$ cat src/rtl/crcfpb_pkg.sv
// crcfpb_pkg: shared types, constants and the crc byte update for the frame builder
// no dependencies

package crcfpb_pkg;

    localparam logic [15:0] CRC_INIT = 16'hFFFF;
    localparam logic [15:0] CRC_POLY = 16'h1021;
    localparam logic [15:0] CRC_TOP  = 16'h8000;
    localparam logic [7:0]  SYNC_A   = 8'hAA;
    localparam logic [7:0]  SYNC_B   = 8'h55;

    localparam int QUEUE_DEPTH = 2;

    typedef struct packed {
        logic        start;
        logic        has_payload;
        logic        close;
        logic [7:0]  payload_byte;
        logic [15:0] frame_length;
        logic [31:0] timestamp;
    } t_cmd;

    function automatic logic [15:0] crc_feed(input logic [15:0] crc, input logic [7:0] b);
        logic [15:0] c;
        c = crc ^ {b, 8'h00};
        for (int k = 0; k < 8; k++) begin
            if ((c & CRC_TOP) != 16'h0000) begin
                c = {c[14:0], 1'b0} ^ CRC_POLY;
            end else begin
                c = {c[14:0], 1'b0};
            end
        end
        return c;
    endfunction

endpackage

$ cat src/rtl/crcfpb_front.sv
// crcfpb_front: accepts input beats, tracks frame state and classifies each beat
// depends on crcfpb_pkg

module crcfpb_front import crcfpb_pkg::*; (
    input  logic        i_clk,
    input  logic        i_rst_n,
    input  logic        i_valid,
    input  logic [7:0]  i_payload_byte,
    input  logic [15:0] i_frame_length,
    input  logic [31:0] i_timestamp,
    input  logic        i_push_ready,
    output logic        o_push,
    output t_cmd        o_cmd
);

    logic        r_open;
    logic [15:0] r_rem;
    logic        n_open;
    logic [15:0] n_rem;
    logic [15:0] rem_dec;

    assign o_push = i_valid && i_push_ready;

    always_comb begin
        o_cmd.payload_byte = i_payload_byte;
        o_cmd.frame_length = i_frame_length;
        o_cmd.timestamp    = i_timestamp;
        n_open             = r_open;
        n_rem              = r_rem;
        rem_dec            = 16'h0000;
        if (!r_open) begin
            o_cmd.start = 1'b1;
            if (i_frame_length == 16'h0000) begin
                o_cmd.has_payload = 1'b0;
                o_cmd.close       = 1'b1;
            end else begin
                rem_dec           = i_frame_length - 16'd1;
                o_cmd.has_payload = 1'b1;
                o_cmd.close       = (rem_dec == 16'h0000);
                n_open            = (rem_dec != 16'h0000);
                n_rem             = rem_dec;
            end
        end else begin
            rem_dec           = (r_rem != 16'h0000) ? (r_rem - 16'd1) : r_rem;
            o_cmd.start       = 1'b0;
            o_cmd.has_payload = 1'b1;
            o_cmd.close       = (rem_dec == 16'h0000);
            n_open            = (rem_dec != 16'h0000);
            n_rem             = rem_dec;
        end
    end

    always_ff @(posedge i_clk) begin
        if (!i_rst_n) begin
            r_open <= 1'b0;
            r_rem  <= 16'h0000;
        end else if (o_push) begin
            r_open <= n_open;
            r_rem  <= n_rem;
        end
    end

endmodule

$ cat src/rtl/crcfpb_queue.sv
// crcfpb_queue: two-entry command queue between the front and back sections
// depends on crcfpb_pkg

module crcfpb_queue import crcfpb_pkg::*; (
    input  logic i_clk,
    input  logic i_rst_n,
    input  logic i_push,
    input  t_cmd i_cmd,
    output logic o_ready,
    output logic o_valid,
    output t_cmd o_cmd,
    input  logic i_pop
);

    localparam int PTR_W = $clog2(QUEUE_DEPTH);
    localparam int CNT_W = $clog2(QUEUE_DEPTH + 1);

    t_cmd             r_mem [QUEUE_DEPTH];
    logic [PTR_W-1:0] r_wptr;
    logic [PTR_W-1:0] r_rptr;
    logic [CNT_W-1:0] r_count;
    logic             push_ok;
    logic             pop_ok;

    assign o_ready = (r_count != CNT_W'(QUEUE_DEPTH));
    assign o_valid = (r_count != '0);
    assign o_cmd   = r_mem[r_rptr];
    assign push_ok = i_push && o_ready;
    assign pop_ok  = i_pop && o_valid;

    always_ff @(posedge i_clk) begin
        if (push_ok) begin
            r_mem[r_wptr] <= i_cmd;
        end
    end

    always_ff @(posedge i_clk) begin
        if (!i_rst_n) begin
            r_wptr  <= '0;
            r_rptr  <= '0;
            r_count <= '0;
        end else begin
            if (push_ok) begin
                r_wptr <= (r_wptr == PTR_W'(QUEUE_DEPTH - 1)) ? '0 : r_wptr + PTR_W'(1);
            end
            if (pop_ok) begin
                r_rptr <= (r_rptr == PTR_W'(QUEUE_DEPTH - 1)) ? '0 : r_rptr + PTR_W'(1);
            end
            if (push_ok && !pop_ok) begin
                r_count <= r_count + CNT_W'(1);
            end else if (pop_ok && !push_ok) begin
                r_count <= r_count - CNT_W'(1);
            end
        end
    end

`ifndef ASSERT_OFF
    a_count_bound: assert property (@(posedge i_clk) disable iff (!i_rst_n)
        r_count <= CNT_W'(QUEUE_DEPTH))
        else $error("queue count beyond depth");
`endif

endmodule

$ cat src/rtl/crcfpb_back.sv
// crcfpb_back: byte sequencer, crc update and output register
// depends on crcfpb_pkg

module crcfpb_back import crcfpb_pkg::*; (
    input  logic       i_clk,
    input  logic       i_rst_n,
    input  logic       i_cmd_valid,
    input  t_cmd       i_cmd,
    output logic       o_pop,
    output logic       o_valid,
    input  logic       i_ready,
    output logic [7:0] o_byte,
    output logic       o_last,
    output logic       o_eof
);

    localparam logic [3:0] PH_SYNC0  = 4'd0;
    localparam logic [3:0] PH_SYNC1  = 4'd1;
    localparam logic [3:0] PH_SYNC2  = 4'd2;
    localparam logic [3:0] PH_SYNC3  = 4'd3;
    localparam logic [3:0] PH_LEN0   = 4'd4;
    localparam logic [3:0] PH_LEN1   = 4'd5;
    localparam logic [3:0] PH_TS0    = 4'd6;
    localparam logic [3:0] PH_TS1    = 4'd7;
    localparam logic [3:0] PH_TS2    = 4'd8;
    localparam logic [3:0] PH_TS3    = 4'd9;
    localparam logic [3:0] PH_DATA   = 4'd10;
    localparam logic [3:0] PH_CRC_LO = 4'd11;
    localparam logic [3:0] PH_CRC_HI = 4'd12;

    logic        r_mid;
    logic [3:0]  r_phase;
    logic [15:0] r_crc;
    logic        r_out_valid;
    logic [7:0]  r_out_byte;
    logic        r_out_last;
    logic        r_out_eof;

    logic [3:0]  phase;
    logic [3:0]  n_phase;
    logic        done;
    logic [7:0]  byte_sel;
    logic        emit;

    assign emit  = i_cmd_valid && (!r_out_valid || i_ready);
    assign phase = r_mid ? r_phase : (i_cmd.start ? PH_SYNC0 : PH_DATA);
    assign o_pop = emit && done;

    always_comb begin
        n_phase  = phase + 4'd1;
        done     = 1'b0;
        byte_sel = 8'h00;
        case (phase)
            PH_SYNC0, PH_SYNC2: byte_sel = SYNC_A;
            PH_SYNC1, PH_SYNC3: byte_sel = SYNC_B;
            PH_LEN0:   byte_sel = i_cmd.frame_length[7:0];
            PH_LEN1:   byte_sel = i_cmd.frame_length[15:8];
            PH_TS0:    byte_sel = i_cmd.timestamp[7:0];
            PH_TS1:    byte_sel = i_cmd.timestamp[15:8];
            PH_TS2:    byte_sel = i_cmd.timestamp[23:16];
            PH_TS3: begin
                byte_sel = i_cmd.timestamp[31:24];
                n_phase  = i_cmd.has_payload ? PH_DATA : PH_CRC_LO;
            end
            PH_DATA: begin
                byte_sel = i_cmd.payload_byte;
                done     = !i_cmd.close;
            end
            PH_CRC_LO: byte_sel = r_crc[7:0];
            PH_CRC_HI: begin
                byte_sel = r_crc[15:8];
                done     = 1'b1;
            end
            default: done = 1'b1;
        endcase
    end

    always_ff @(posedge i_clk) begin
        if (!i_rst_n) begin
            r_mid       <= 1'b0;
            r_phase     <= PH_SYNC0;
            r_crc       <= CRC_INIT;
            r_out_valid <= 1'b0;
        end else begin
            if (emit) begin
                r_mid   <= !done;
                r_phase <= n_phase;
                if (phase == PH_CRC_HI) begin
                    r_crc <= CRC_INIT;
                end else if (phase != PH_CRC_LO) begin
                    r_crc <= crc_feed(r_crc, byte_sel);
                end
                r_out_valid <= 1'b1;
            end else if (i_ready) begin
                r_out_valid <= 1'b0;
            end
        end
    end

    always_ff @(posedge i_clk) begin
        if (emit) begin
            r_out_byte <= byte_sel;
            r_out_last <= done;
            r_out_eof  <= (phase == PH_CRC_HI);
        end
    end

    assign o_valid = r_out_valid;
    assign o_byte  = r_out_byte;
    assign o_last  = r_out_last;
    assign o_eof   = r_out_eof;

`ifndef ASSERT_OFF
    a_eof_ends_run: assert property (@(posedge i_clk) disable iff (!i_rst_n)
        r_out_valid && r_out_eof |-> r_out_last)
        else $error("frame end without run end");
    a_crc_restart: assert property (@(posedge i_clk) disable iff (!i_rst_n)
        emit && (phase == PH_CRC_HI) |=> (r_crc == CRC_INIT) && !r_mid)
        else $error("crc not restored after frame end");
    a_mid_has_cmd: assert property (@(posedge i_clk) disable iff (!i_rst_n)
        r_mid |-> i_cmd_valid)
        else $error("sequencer mid command with empty queue");
`endif

endmodule

$ cat src/rtl/crc16_framed_packet_builder.sv
// crc16_framed_packet_builder: top level, front classifier, command queue, byte sequencer
// depends on crcfpb_pkg, crcfpb_front, crcfpb_queue, crcfpb_back
// path: with an idle sequencer an input beat is written into the command queue, and its first
// output byte is then registered in the output register; throughput: one input beat per cycle
// inside a frame while the output is not stalled; a frame-starting beat occupies the sequencer (header, payload, crc)
// reset: synchronous active-low i_rst_n clears the queue, frame state and output valid

module crc16_framed_packet_builder import crcfpb_pkg::*; (
    input  logic        i_clk,
    input  logic        i_rst_n,
    input  logic        s_axis_tvalid,
    output logic        s_axis_tready,
    input  logic [55:0] s_axis_tdata,   // payload_byte[7:0], frame_length[23:8], timestamp[55:24]
    output logic        m_axis_tvalid,
    input  logic        m_axis_tready,
    output logic [7:0]  m_axis_tdata,   // frame_byte[7:0]
    output logic        m_axis_tlast,
    output logic [0:0]  m_axis_tuser    // last_of_run[0]
);

    logic push;
    logic push_ready;
    t_cmd front_cmd;
    logic head_valid;
    t_cmd head_cmd;
    logic pop;

    assign s_axis_tready = push_ready;

    crcfpb_front u_front (
        .i_clk          (i_clk),
        .i_rst_n        (i_rst_n),
        .i_valid        (s_axis_tvalid),
        .i_payload_byte (s_axis_tdata[7:0]),
        .i_frame_length (s_axis_tdata[23:8]),
        .i_timestamp    (s_axis_tdata[55:24]),
        .i_push_ready   (push_ready),
        .o_push         (push),
        .o_cmd          (front_cmd)
    );

    crcfpb_queue u_queue (
        .i_clk   (i_clk),
        .i_rst_n (i_rst_n),
        .i_push  (push),
        .i_cmd   (front_cmd),
        .o_ready (push_ready),
        .o_valid (head_valid),
        .o_cmd   (head_cmd),
        .i_pop   (pop)
    );

    crcfpb_back u_back (
        .i_clk       (i_clk),
        .i_rst_n     (i_rst_n),
        .i_cmd_valid (head_valid),
        .i_cmd       (head_cmd),
        .o_pop       (pop),
        .o_valid     (m_axis_tvalid),
        .i_ready     (m_axis_tready),
        .o_byte      (m_axis_tdata),
        .o_last      (m_axis_tuser[0]),
        .o_eof       (m_axis_tlast)
    );

endmodule

$ cat config.mk
export PLATFORM = sky130hd
export DESIGN_NAME = crc16_framed_packet_builder
export DESIGN_NICKNAME = d
export VERILOG_FILES = /design/src/rtl/crcfpb_pkg.sv /design/src/rtl/crcfpb_front.sv /design/src/rtl/crcfpb_queue.sv /design/src/rtl/crcfpb_back.sv /design/src/rtl/crc16_framed_packet_builder.sv
export SDC_FILE = /design/constraint.sdc
export NUM_CORES = 1
export LEC_CHECK = 0
export BUFFER_PORTS_ARGS = -buffer_cell sky130_fd_sc_hd__buf_2
export CORE_MARGIN = 1.5
export CORE_UTILIZATION = 50
export CTS_CLUSTER_DIAMETER = 100
export CTS_CLUSTER_SIZE = 10
export DETAILED_ROUTE_END_ITERATION = 8
export PLACE_DENSITY = 0.67
export SLEW_MARGIN = 20
export SYNTH_ARGS = -nofsm -noshare
export SYNTH_HDL_FRONTEND = slang
export SYNTH_SLANG_ARGS = --single-unit
export TNS_END_PERCENT = 30
$ cat constraint.sdc
create_clock -name i_clk -period 4.5 [get_ports i_clk]
set_input_delay 0.45 -clock i_clk [delete_from_list [all_inputs] [get_ports i_clk]]
set_output_delay 0.45 -clock i_clk [all_outputs]
set_load 0.005 [all_outputs]
# Yosys cells after proc, flatten, opt, wreduce, memory -nomap -nowiden
# Memories as Yosys holds them, arrays and structs flattened. A register that Yosys moved wholly into a read port is not among the register bits.
# Cells that the tools add are included.
# op_classes
eq_ne	15
n_reduce_logical	29
n_mux	61
bitwise	9
n_addsub	7
# ops
operator	n
16-bit 2-to-1 mux	33
13-bit 2-to-1 mux	8
8-bit case mux with 11 select lines	1
16-bit zero test	3
16-bit nonzero test	3
16-bit by 1-bit subtractor with 16-bit output (second input constant)	2
3-bit inverter	8
4-bit equality test (second input constant)	5
4-bit by 3-bit equality test with 1-bit output (second input constant)	4
16-bit bitwise XOR	1
4-bit 2-to-1 mux	3
1-bit 2-to-1 mux	11
11-bit OR reduction	1
4-bit by 2-bit equality test with 1-bit output (second input constant)	2
2-bit nonzero test	4
1-bit logical AND	7
2-bit 2-to-1 mux	3
1-bit zero test	5
4-bit by 1-bit adder with 4-bit output (second input constant)	1
4-bit by 1-bit equality test with 1-bit output (second input constant)	1
4-bit zero test	1
4-bit inequality test (second input constant)	1
2-bit AND reduction	2
2-bit OR reduction	2
other kinds (8)	9
# totals
input_bits	60
ramBits	118
wordCells	134
mem_count	1
out_inout_bits	12
ff_bits	53
# mem_list
name	words	width	rd	rd_clocked_by_memory_dff	write_ports	line	source
u_queue.r_mem	2	59	1	1	1	crcfpb_queue.sv:18	t_cmd r_mem [QUEUE_DEPTH];

# Longest topological paths before layout
# depth
word_depth	52
mapped_depth	17
ltp_nobuf	13

# Hierarchy
# From an unflattened synthesis, not the netlist that was laid out.
# unflattened
cells_unflattened	720
area_unflattened_um2	8882.3
# modules_own_cells
module	area_each_um2	n_inst	cells_each
crcfpb_queue	4535.6	1	208
crcfpb_back	2204.6	1	229
crcfpb_front	2142.1	1	283

# Least setup slack after synthesis
# OpenSTA, ideal clock, no wires.
# synth_path
kind	flip-flop to flip-flop
startpoint	register u_queue.r_count[0]
endpoint	memory u_queue.r_mem[0][0] (netlist name), enable pin
slack_ns	0.884
path_stages_with_launch	4
arrival_time_ns	3.139
path_cell_list	dfxtp_1 > nand2b_1 > nand2_1 > nor2_1
# synth_via
elab_chain_cells	5
# synth_lines
element	line	source
from (decl)	crcfpb_queue.sv:21	logic [CNT_W-1:0] r_count;
from (signal assigned)	crcfpb_queue.sv:50	r_count <= r_count + CNT_W'(1);
from (signal assigned)	crcfpb_queue.sv:52	r_count <= r_count - CNT_W'(1);
2-bit inequality test (*)	crcfpb_queue.sv:25	assign o_ready = (r_count != CNT_W'(QUEUE_DEPTH));
via s_axis_tready	crc16_framed_packet_builder.sv:12	output logic s_axis_tready,
1-bit logical AND	crcfpb_front.sv:22	assign o_push = i_valid && i_push_ready;
1-bit logical AND (*)	crcfpb_queue.sv:28	assign push_ok = i_push && o_ready;
1-bit 2-to-1 mux (*)	crcfpb_queue.sv:32	if (push_ok) begin
1-bit 2-to-1 mux (implied by the code) (*)	crcfpb_queue.sv:33	r_mem[r_wptr] <= i_cmd;
to (decl)	crcfpb_queue.sv:18	
# Mark *: on every way through the listed nets, which the timed path passes. The rest lies on a longest branch.

# Worst setup path after layout
# layout_path
startpoint	register u_back.r_mid
endpoint	register u_back.r_crc[7]
# layout_via
elab_chain_cells	44
word_cells_on_any_way	61
cone_classes	13 x eq/ne; 40 x mux; 3 x bitwise; 5 x reduce/logical
# layout_lines
element	line	source
from (decl)	crcfpb_back.sv:31	logic r_mid;
from (signal assigned)	crcfpb_back.sv:86	r_mid <= !done;
4-bit 2-to-1 mux (*)	crcfpb_back.sv:46	assign phase = r_mid ? r_phase : (i_cmd.start ? PH_SYNC0 : PH_DATA);
4-bit by 1-bit equality test with 1-bit output (tied with other cells)	crcfpb_back.sv:53	case (phase)
2-bit OR reduction	n/a	
8-bit case mux with 11 select lines	crcfpb_back.sv:53	
16-bit bitwise XOR	crcfpb_pkg.sv:25	c = crc ^ {b, 8'h00};
13-bit 2-to-1 mux	crcfpb_pkg.sv:27	if ((c & CRC_TOP) != 16'h0000) begin
16-bit 2-to-1 mux	crcfpb_back.sv:90	end else if (phase != PH_CRC_LO) begin
16-bit 2-to-1 mux	crcfpb_back.sv:88	if (phase == PH_CRC_HI) begin
[28 not listed]	n/a	
13-bit 2-to-1 mux	crcfpb_pkg.sv:27	
16-bit 2-to-1 mux	crcfpb_back.sv:90	
16-bit 2-to-1 mux	crcfpb_back.sv:88	
16-bit 2-to-1 mux	crcfpb_back.sv:85	if (emit) begin
16-bit 2-to-1 mux	crcfpb_back.sv:79	if (!i_rst_n) begin
13-bit 2-to-1 mux	crcfpb_pkg.sv:27	
16-bit 2-to-1 mux	crcfpb_back.sv:90	
16-bit 2-to-1 mux	crcfpb_back.sv:88	
to (signal assigned)	crcfpb_back.sv:91	r_crc <= crc_feed(r_crc, byte_sel);
to (decl)	crcfpb_back.sv:33	logic [15:0] r_crc;
# Every way passes the cells marked *; elsewhere a longest branch is shown, timed or not. The select of a mux whose other input is x is not followed.
# A chain may end at the register's enable or synchronous reset.

==> results.sh <==
export IMPL_status="complete, no violations"
export IMPL_hold_class="in -> reg"
export IMPL_cp_start_kind="flip-flop"
export IMPL_period_share_pct=80.2
export IMPL_grt_ovfl_total=0
export IMPL_finalSetupTns_ns=0
export IMPL_drc=0
export IMPL_synth_xor_area_share_pct=4.83
export IMPL_grt_max_degree=60
export IMPL_finClkSkew_ns=0.00959
export IMPL_grt_pass1_wl_mm=28.8
export IMPL_die_w_um=131
export IMPL_maxCapViolCount=0
export IMPL_clk_latency_ns=0.43
export IMPL_yosysWarnings=0
export IMPL_p_per_area_nw_per_um2=599
export IMPL_synth_cells=682
export IMPL_antennaDiodeCount=0
export IMPL_p_clk_share_pct=26.3
export IMPL_drive_gt1_share_pct=19.1
export IMPL_leakagePower_nw=3.26
export IMPL_final_core_util_pct=58.0
export IMPL_synth_seq_cells=172
export IMPL_cts_hold_buf=0
export IMPL_cts_made_buffers=17
export IMPL_vias_per_cell=5.82
export IMPL_synth_top_family_by_area="simple AND/OR/NAND/NOR gates"
export IMPL_cts_tree="yes"
export IMPL_drv_slew=0
export IMPL_via_count=5643
export IMPL_p_comb_share_pct=33.4
export IMPL_dp_hpwl_mm=12.9
export IMPL_drt_iter0_drc=554
export IMPL_synth_edff_count=128
export IMPL_nNetsFinal=812
export IMPL_core_area_um2=15900
export IMPL_wl_per_cell_um=19.0
export IMPL_initial_utilization_pct=51.3
export IMPL_die_h_um=131
export IMPL_htree_levels=4
export IMPL_cts_clk_slew_worst_paths_ns=0.07
export IMPL_placedCellCount=939
export IMPL_hold_viol=0
export IMPL_clock_fmax_mhz=277
export IMPL_synth_seq_area_share_pct=57.8
export IMPL_endpoint_kind="flip-flop"
export IMPL_worstMarginPinSlew_ns=0.919
export IMPL_preCtsSetupSlack_ns=0.941
export IMPL_area_growth_syn_to_layout_pct=13.1
export IMPL_grt_pass1_vias=5303
export IMPL_rsz0062_at_grt="false"
export IMPL_cts_root_buf="clkbuf_16"
export IMPL_cts_setup_buffers=0
export IMPL_cts_resized=0
export IMPL_path_cells="nand2b_1 -> nand2_1 -> inv_1 -> ha_1 -> nand4b_1 -> o22ai_1 -> a211o_1 -> a2111oi_4 -> xnor2_2 -> xor3_1 -> xor2_1 -> a21oi_1"
export IMPL_cts_sinks=172
export IMPL_fin_ws_ns=0.889
export IMPL_portBuffers=71
export IMPL_slew_headroom_pct=38.7
export IMPL_die_area_um2=17100
export IMPL_crit_fanout=18
export IMPL_wirelength_mm=18.4
export IMPL_setup_violations_final=0
export IMPL_critPathSlowestCell="dfxtp_1"
export IMPL_first_pass_iters=5
export IMPL_ir_drop_uv=335
export IMPL_synth_top_area_cell="edfxtp_1"
export IMPL_path_class="reg -> reg"
export IMPL_async_reset_ff_share_pct=0
export IMPL_intPower_mw=3.64
export IMPL_track_usage_pct=22.7
export IMPL_swShare_pct=34.3
export IMPL_worst_endpoint_arrival_ns=3.97
export IMPL_synth_distinct_cells=68
export IMPL_ff_latch_area_um2=4730
export IMPL_p_seq_share_pct=40.4
export IMPL_clk_path_buf_depth=2
export IMPL_multiInputGateArea_um2=3220
export IMPL_detail_route_antenna_nets=0
export IMPL_fin_cells=970
export IMPL_synth_top_cells_by_area="edfxtp_1 (47%), dfxtp_1 (11%), mux2i_1 (5.0%), mux2_2 (3.4%), xor2_1 (2.7%)"
export IMPL_antenna_found_initial=0
export IMPL_synth_compound_area_share_pct=11.5
export IMPL_core_rowCount=46
export IMPL_cpPeakStageDelay_ns=0.71
export IMPL_syn_num_nets=752
export IMPL_synth_avg_cell_area_um2=12.0
export IMPL_required_ns=4.86
export IMPL_post_route_min_period_ns=3.61
export IMPL_synthFlopType="edfxtp_1"
export IMPL_pin_count=72
export IMPL_synthAdderAreaFrac_pct=1.53
export IMPL_place_congestion=0.891
export IMPL_fillCellCount=1343
export IMPL_synth_top_cell_area_share_pct=47.0
export IMPL_hold_ws_ns=0.209
export IMPL_synth_mux_area_share_pct=8.64
export IMPL_synth_simple_area_share_pct=12.8
export IMPL_switching_power_mw=1.90
export IMPL_netlist_area_um2=8180
-- worst paths after layout --
check,start,to,slack (ns),cells after the start
worst max-delay path,u_back.r_mid,u_back.r_crc[7],0.89,12
worst min-delay path,s_axis_tdata[50],u_queue.r_mem[1][26],0.21,1
worst max register to register,u_back.r_mid,u_back.r_crc[7],0.89,12
worst min register to register,u_back.r_phase[0],u_back.r_phase[0],0.48,2
-- power by group through the flow --
| stage | logic, mW | clock network, mW | registers [mW] |
|---|---|---|---|
| floorplan | 1.43 | 0 | 2.19 |
| global placement | 1.82 | 0 | 2.26 |
| detailed placement | 1.84 | 0 | 2.26 |
| CTS | 1.85 | 1.48 | 2.23 |
| global route | 2.03 | 1.55 | 2.27 |
| finish | 1.85 | 1.46 | 2.24 |
-- state kept, by name, indices dropped and copies added (netlist names), named ones only --
register,flops
u_queue.r_rptr,1
u_front.r_rem,16
u_queue.r_count,2
u_back.r_mid,1
u_back.o_eof,1
u_back.r_phase,4
u_back.r_crc,16
u_back.o_last,1
u_back.o_valid,1
u_queue.r_wptr,1
u_front.r_open,1
u_queue.r_mem,118
u_back.o_byte,8
-- through the flow --
stage                     power [mW]  area (µm²)
after floorplan                 3.62        8180
after global placement          4.08        8670
after detailed placement        4.10        8670
after CTS                       5.57        9250
after global routing            5.85        9250
final                           5.54        9250
-- layout make-up --
cell class                      count  area share (%)
Multi-Input combinational cell    461            34.8
Inverter                           13           0.528
Sequential cell                   172            51.1
Timing Repair Buffer               77            4.33
Tap cell                          216            2.92
Clock inverter                     14            1.69
Clock buffer                       17            4.60
-- cells in the final DEF, fill, tap and decap left out, types with 6 or more instances in the layout --
master / instances
a21oi_1: 19
mux2_2: 25
xnor2_1: 13
nand4_1: 9
edfxtp_1: 128
nand3_1: 22
and2_1: 11
nor2b_1: 11
clkbuf_16: 17
xor2_1: 25
a21boi_0: 9
inv_1: 12
nand2_1: 36
nor2_1: 54
nor4_1: 7
buf_4: 6
o21ai_0: 33
a22oi_1: 17
buf_2: 71
nand2b_1: 6
dfxtp_1: 43
ha_1: 10
o22ai_1: 17
and3_1: 7
nor3_1: 16
mux2i_1: 41
-- synth_stat cells, drive strengths merged, types with 14 or more instances --
library cell,number
xor2,25
nor2,56
nor3,17
clkbuf,16
nand2,36
o21ai,34
a22oi,17
edfxtp,128
a21oi,19
nand3,22
buf,20
dfxtp,44
xnor2,14
o22ai,17
mux2i,41
mux2,26
-- cells by family (layout without fill, tap and decap cells) --
family | count (synthesis) | after routing
simple gates | 205 | 205
buf+inv | 49 | 121
compound gates | 138 | 138
flops | 172 | 172
mux | 67 | 67
fa+ha+maj | 10 | 10
xor+xnor | 41 | 41
-- worst max-delay path: cells and delay by family, from the launching register on --
kind            cells  cell delay [ns]
compound gates      4             0.68
xor+xnor            3             0.78
fa+ha+maj           1             0.58
buf+inv             1             0.11
flops               1             0.71
simple gates        3             0.69
-- per-layer routing --
metal,up-vias,track usage (%),share of wire (%)
met3,37,5.05,6.0
met1,2716,30.4,44
met5,-,0,0
met4,0,8.99,2.5
li1,2696,-,-
met2,194,36.1,48
Note: power is estimated with default switching activity, not from simulation.
